==> src/design/swc_pkg.sv <==
// Package: shared widths, constants and result payload type of the strided window canonicaliser.
package swc_pkg;

   localparam int WORD_W   = 64;
   localparam int STRIDE_W = 7;
   localparam int PHASE_W  = 6;
   localparam int COUNT_W  = 13;

   localparam logic [COUNT_W-1:0] COUNT_MAX = 13'd8191;

   typedef struct packed {
      logic [WORD_W-1:0]   canonical_word;
      logic [STRIDE_W-1:0] stride;
      logic [PHASE_W-1:0]  phase;
      logic                full_res;
      logic                last;
   } rsp_payload_type;

endpackage

==> src/design/swc_canon.sv <==
// Window update and canonical form: shift in the bit, reverse, take the minimum, or zero while not full.
module swc_canon
   import swc_pkg::*;
(
   input  logic [WORD_W-1:0]   win_old,
   input  logic                bit_in,
   input  logic [COUNT_W-1:0]  count,
   input  logic [STRIDE_W-1:0] stride,
   input  logic [PHASE_W-1:0]  phase,
   input  logic                last_in,
   output logic [WORD_W-1:0]   win_new,
   output rsp_payload_type     payload
);

   logic [WORD_W-1:0] win_rev;
   logic              full;

   assign win_new = {win_old[WORD_W-2:0], bit_in};

   always_comb begin
      for (int i = 0; i < WORD_W; i++) begin
         win_rev[i] = win_new[WORD_W-1-i];
      end
   end

   // 64*b + a packs as {b, a} since a < 64
   assign full = (count >= {stride, phase});

   always_comb begin
      payload.canonical_word = '0;
      if (full) begin
         payload.canonical_word = (win_new < win_rev) ? win_new : win_rev;
      end
      payload.stride   = stride;
      payload.phase    = phase;
      payload.full_res = full;
      payload.last     = last_in;
   end

endmodule

==> config.mk <==
export PLATFORM = sky130hd
export DESIGN_NAME = swc_canon
export DESIGN_NICKNAME = d
export VERILOG_FILES = /design/src/design/swc_pkg.sv /design/src/design/swc_canon.sv
export SDC_FILE = /design/constraint.sdc
export NUM_CORES = 1
export LEC_CHECK = 0
export BUFFER_PORTS_ARGS = -buffer_cell sky130_fd_sc_hd__buf_2
export CAP_MARGIN = 20
export CELL_PAD_IN_SITES_DETAIL_PLACEMENT = 0
export CELL_PAD_IN_SITES_GLOBAL_PLACEMENT = 1
export CORE_ASPECT_RATIO = 1.1
export CORE_MARGIN = 2
export CORE_UTILIZATION = 27
export DETAILED_ROUTE_END_ITERATION = 8
export PLACE_DENSITY_LB_ADDON = 0.12
export SETUP_SLACK_MARGIN = 0.05
export SLEW_MARGIN = 10
export SYNTH_ARGS = -nofsm -noshare
export SYNTH_HDL_FRONTEND = slang
export SYNTH_SLANG_ARGS = --single-unit
==> constraint.sdc <==
create_clock -name vclk -period 3.9
set_input_delay 0.78 -clock vclk [all_inputs]
set_output_delay 0.78 -clock vclk [all_outputs]
set_load 0.005 [all_outputs]
## Yosys cells after proc, flatten, opt, wreduce, memory -nomap -nowiden

Cells that the tools add are included.

- Input port bits: 92
- Logic and storage cells: 4
- Register bits: 0
- Output and inout bits: 143

- Muxes and demuxes: 2
- Order comparisons: 2

Operator list:

| cell | count |
|---|---|
| $mux 64 | 2 |
| $lt 64x64->1 | 1 |
| $ge 13x13->1 | 1 |

## Logic depth before layout (Yosys ltp)

Gate-level depths: netlist of run 1.

- Depth after elaboration: 3
- Mapped depth: 11
- Gate-level depth less buffers: 9

## Least setup slack after synthesis of run 1

OpenSTA, ideal clock, no wires.

- Kind: input port to output port
- Start: in win_old[4]
- End: out payload[18] (netlist name)
- Stages on the path: 10
- Required time: 3.120 ns
- Path buffers: 1
- Data arrival time: 3.306 ns
- Setup slack: -0.186 ns
- Cells stage by stage: inv_1 -> ha_1 -> nand4_1 -> or4_1 -> or4_1 -> nor4_4 -> a21oi_1 -> nand3_4 -> buf_6 -> mux2_2

RTL lines:

| element | RTL line | source |
|---|---|---|
| start, declared | swc_canon.sv:5 | `input logic [WORD_W-1:0] win_old,` |
| end, declared | swc_canon.sv:12 | `output rsp_payload_type payload` |

==> summary.md, run 1 <==
| Metric | Value |
|---|---|
| Outcome | finished with violations |
| Failing checks | setup timing |
| Max VDD drop | 0.0469 mV |
| HPWL Detailed | 9150 um |
| YS warnings | 0 |
| Slew Limit Fails | 0 |
| Syn_area_per_cell | 7.71 um^2 |
| Seq/Total Area, Yosys | 0% |
| Setup CP Type | input port to output port |
| Mapped Nets | 639 |
| RSZ-0062 raised after global routing | yes |
| Sw frac | 42.3% |
| CP Max Fanout | 16 |
| Setup ws final | -0.631 ns |
| Global route overflow | 0 |
| DRC | 0 |
| Largest net degree at the start of global routing | 64 |
| Die width | 115 um |
| Drt initial violations | 42 |
| Slew @ Worst Pin | ~0.32 ns |
| Area of the multi-input gates | 2880 um^2 |
| First-pass GRT wire length | 15300 um |
| Nets | between 800 and 900 |
| Sequential Power Share | 0% |
| Hold path depth | 0 |
| # port buffers | 232 |
| Setup_tns | -37.87 ns |
| Max_slew headroom | 78.4% |
| Biggest area consumer among synthesized cells | ha_1 |
| Leakage Power | 3.14 nW |
| Final Setup Violations | 64 |
| Hold_sp | last_in |
| Cells after Synth | 471 |
| Initial Utilization | between 20 and 30% |
| WHS Endpoint | payload[0] |
| Clk network pwr share | 0% |
| Sequential cell count | 0 |
| Row count | 44 |
| Final Hold Viols | 0 |
| Power Density | around 140 nW/um^2 |
| Synth top area share | 26.2% |
| Hold Crit Class | input port to output port |
| Vias in the first global route | approximately 3400 |
| Combinational share of power | 100.0% |
| Die height | 126 um |
| Most numerous cell in the Yosys netlist | buf_4 |
| Register area | 0 um^2 |
| Vias per std cell | 4.40 |
| Final min period | 4.53 ns |
| Initial antenna violation count | 0 |
| P_sw | about 0.31 mW |
| Startpoint types | input port |
| DR vias | 3701 |
| Clock buffer cells | 0 |
| Wirelength per Cell | around 12 um |
| CP arrival | between 3 and 4 ns |
| Max Cap Viol | 0 |
| Area Overhead vs Synth | 46.6% |
| Worst EP required | 3.12 ns |
| Layout cell share with drive strength beyond 1 | 57.4% |
| Detail Route Antenna Nets | 0 |
| Fin crit share | 116% |
| Hold Buf Count CTS | 0 |
| Cell Area, Synth | 3630 um^2 |
| ANT cells | 0 |
| Die ar. | 14400 um^2 |
| Fmax | 0.221 GHz |
| Placer Congestion | between 0.7 and 0.8 |
| Core box area | 13200 um^2 |
| Area contributors post-synth | ha_1, mux2_2, buf_4, and2_1, inv_1 |
| Unique cell type count in the Yosys netlist | 32 |
| First-pass DRT Iterations | 4 |
| Top-Level Pins | 235 |
| Worst Setup End Kind | output port |
| Pint | around 0.43 mW |
| Total power | roughly 0.74 mW |
| Fillers | 1400 |
| Commonest cells post-synth | buf_4, ha_1, inv_1, and2_1, mux2_2 |
| Total wire length | 10400 um |
| Tot GR Track Use | 12.7% |
[layout by cell type, fill, tap and decap left out, types with 2 or more instances in the layout]
cell	instances
nand2_1	12
buf_4	64
buf_8	3
nand4_1	8
o21ai_0	7
nand2b_1	4
a22oi_1	2
o22ai_1	2
nor2_1	2
and2_1	64
a21oi_1	31
inv_4	2
or4_4	2
ha_1	68
buf_12	5
nand3_1	3
ha_4	8
buf_6	26
mux2_2	42
mux2_4	22
inv_1	68
inv_2	6
nor2b_1	4
buf_2	202
a21o_1	6
[per-layer routing]
layer	GRT usage (%)	vias to the layer above	part of all wire [%]
li1	-	1894	-
met1	14.7	1676	40
met2	26.3	131	54
met3	0.866	0	5.6
met4	0.0717	0	0
met5	0	-	0
[final cells by class]
cell class | instances | area share, %
inverter | 76 | 5.45
multi-input combinational | 303 | 54.1
timing repair buffer | 301 | 36.7
tap | 161 | 3.78
[worst max-delay path by stage]
stage	startpoint	depth (start not counted)	endpoint	slack, ns
floorplan	win_old[4]	10	payload[18]	-0.13
global placement	win_old[1]	12	payload[62]	-0.64
detailed placement	bit_in	12	payload[23]	-0.68
CTS	bit_in	12	payload[34]	-0.62
global route	win_old[0]	12	payload[67]	-0.73
finish	win_old[59]	11	payload[21]	-0.63
[timing repair]
action,CTS,global route
cloned,0,1
pin swaps,1,1
setup buffers,2,2
endpoints found under the setup margin,64,64
resized for setup,1,79
[worst max-delay path: stages]
cell and delay [ns]:
buf_8 0.10, ha_4 0.25, nand4_1 0.17, or4_4 0.59, or4_4 0.59, nor4_4 0.25
a2111oi_4 0.13, nand3_4 0.20, buf_12 0.20, mux2_2 0.35, buf_2 0.12
[kinds of logic (layout without fill, tap and decap cells)]
logic type / count (synthesis) / in the layout / synth area share, %
buffers and inverters: 168 / 377 / 26.8
adder cells (fa/ha/maj): 76 / 76 / 26.2
AO/OA/AOI/OAI: 56 / 56 / 9.02
AND/OR/NAND/NOR: 107 / 107 / 18.2
multiplexers: 64 / 64 / 19.8
[metrics by stage]
step           hold WS (ns)  util (%)  worst slack (ns)  cell area [um^2]  std cells
6_report               1.56      40.5            -0.631              5330        841
3_5_place_dp           1.56      37.0            -0.675              4870        836
2_1_floorplan          1.64         -            -0.134              3640        471
5_1_grt                1.56      40.5            -0.728              5330        841
3_3_place_gp           1.56      37.0            -0.639              4870        836
4_1_cts                1.56      37.1            -0.623              4890        838
[power groups by stage]
stage          registers, mW  clock network (mW)  logic (mW)
2_1_floorplan              0                   0       0.397
3_3_place_gp               0                   0       0.652
3_5_place_dp               0                   0       0.660
4_1_cts                    0                   0       0.668
5_1_grt                    0                   0       0.821
6_report                   0                   0       0.744
(Power assumes the default switching activity.)
==> run 2, diff against run 1 <==
- TNS_END_PERCENT: default -> 30
==> run 2 against run 1 <==
  * Final area fell by 8.1%
  * Largest power group unchanged
  * The flow still finishes with violations (setup timing)
  * Non-clock buffer count down 2
  * Core utilization down 3.3 points
  * Critical endpoint unchanged
  * Final cell count fell by 0.24%
  * Critical path type unchanged
  * Via count is 1.1% lower
  * Sequential share of layout area is the same
  * Power shrank 12%
  * First-iteration DRC count grew 19%
  * Die area did not move
==> summary.md, run 2 (same netlist as run 1, synthesis figures left out) <==
| Metric | Value |
|---|---|
| Outcome | finished with violations |
| Failing checks | setup timing |
| Vias per std cell | 4.36 (-0.82%) |
| Final Setup Violations | 64 (unchanged) |
| Most frequent cells in the layout | buf_2, inv_1, ha_1, mux2_2, and2_1 |
| First-pass DRT Iterations | 4 (unchanged) |
| Detail Route Antenna Nets | 0 (unchanged) |
| Startpoint types | input port |
| DRC | 0 (unchanged) |
| RSZ-0062 raised after global routing | yes |
| Max Cap Viol | 0 (unchanged) |
| DR vias | 3662 (-1.1%) |
| Worst hold margin | 1.56 ns (unchanged) |
| Leakage Power | 3.02 nW (-3.9%) |
| Hold Crit Class | input port to output port |
| Layout cell share with drive strength beyond 1 | 54.7% (-2.6 points) |
| Crit path from | bit_in |
| CP arrival | 3.70 ns (-0.05 ns) |
| Row count | 44 (unchanged) |
| Slew Limit Fails | 0 (unchanged) |
| Total wire length | 10100 um (-3.0%) |
| Final Hold Viols | 0 (unchanged) |
| Setup CP Type | input port to output port |
| Wirelength per Cell | 12.1 um (-2.8%) |
| Placer Congestion | 0.765 (unchanged) |
| Area Overhead vs Synth | 34.7% |
| Fmax | 0.223 GHz (+1.2%) |
| Tot GR Track Use | 12.7% (unchanged) |
| Worst Setup End Kind | output port |
| Max_slew headroom | 73.1% (-5.3 points) |
| ANT cells | 0 (unchanged) |
| Sequential cell count | 0 (unchanged) |
| First-pass GRT wire length | 15300 um (unchanged) |
| Drt initial violations | 50 (+19%) |
| Die ar. | 14400 um^2 (unchanged) |
| Top-Level Pins | 235 (unchanged) |
| Final min period | 4.48 ns (-0.0526 ns) |
| Max VDD drop | 0.0452 mV (-3.5%) |
| Hold_sp | last_in |
| Slew @ Worst Pin | 0.403 ns (+0.0810 ns) |
| CP Max Fanout | 16 (unchanged) |
| Setup ws final | -0.578 ns (+0.0526 ns) |
| Nets | 848 (-0.24%) |
| Die height | 126 um (unchanged) |
| Largest net degree at the start of global routing | 64 (unchanged) |
| # port buffers | 232 (unchanged) |
| Initial Utilization | 27.6% (unchanged) |
| Vias in the first global route | 3381 (unchanged) |
| Fin area | 4890 um^2 (-8.1%) |
| Fin crit share | 115% (-1.3 points) |
| Power Density | 134 nW/um^2 (-4.4%) |
| Core box area | 13200 um^2 (unchanged) |
| Initial antenna violation count | 0 (unchanged) |
| Die width | 115 um (unchanged) |
| Worst EP required | 3.12 ns (about the same) |
| Clock buffer cells | 0 (unchanged) |
| Global route overflow | 0 (unchanged) |
| HPWL Detailed | 9150 um (unchanged) |
| Dpl cell area | 4870 um^2 (unchanged) |
| Register area | 0 um^2 (unchanged) |
| Commonest non-fill, non-tap cell in the layout | buf_2 |
[run 2: repair_timing]
item / 4_1_cts / 5_1_grt
hold endpoints to repair: 0 / 0
endpoints found under the setup margin: 64 / 64
resized for setup: 1 / 0
pin swaps: 1 / 1
hold buffers: 0 / 0
setup buffers: 2 / 1
[run 2: worst max-delay path, stage by stage]
cell,delay [ns]
buf_2,0.11
inv_1,0.04
ha_1,0.29
nand4_1,0.15
or4_4,0.59
or4_4,0.59
nor4_4,0.19
a2111oi_2,0.13
nand3_4,0.17
buf_12,0.18
mux2_2,0.35
buf_2,0.13
[run 2: metal layers]
layer	global-route usage (%)	share of wire, %	vias to the layer above
li1	-	-	1886
met1	14.7	41	1651
met2	26.3	54	125
met3	0.866	5.5	0
met4	0.0717	0	0
met5	0	0	-
[run 2: area by class of cell]
cell class,instances,area [um^2]
timing repair buffer,299,1730
tap,161,201
inverter,76,285
multi-input combinational,303,2680
fill,1437,8260
[run 2: final timing paths]
check	to	slack [ns]	cells past startpoint
worst min-delay path	payload[0]	1.56	0
worst max-delay path	payload[21]	-0.58	12
[run 2: metrics by stage]
| stage | util (%) | setup WS [ns] | instances | setup TNS, ns | power, mW |
|---|---|---|---|---|---|
| after global placement | 37.0 | -0.639 | 836 | -39.81 | 0.652 |
| after detailed placement | 37.0 | -0.675 | 836 | -41.99 | 0.660 |
| final | 37.2 | -0.578 | 839 | -35.91 | 0.654 |
| after floorplan | - | -0.134 | 471 | -8.07 | 0.397 |
| after global routing | 37.2 | -0.727 | 839 | -45.03 | 0.730 |
| after CTS | 37.1 | -0.623 | 838 | -38.98 | 0.668 |
[run 2: power by group]
part	internal (mW)	total, mW	switching [mW]	leakage [nW]
sequential	0	0	0	0
clock	0	0	0	0
combinational	0.361	0.654	0.292	3.02
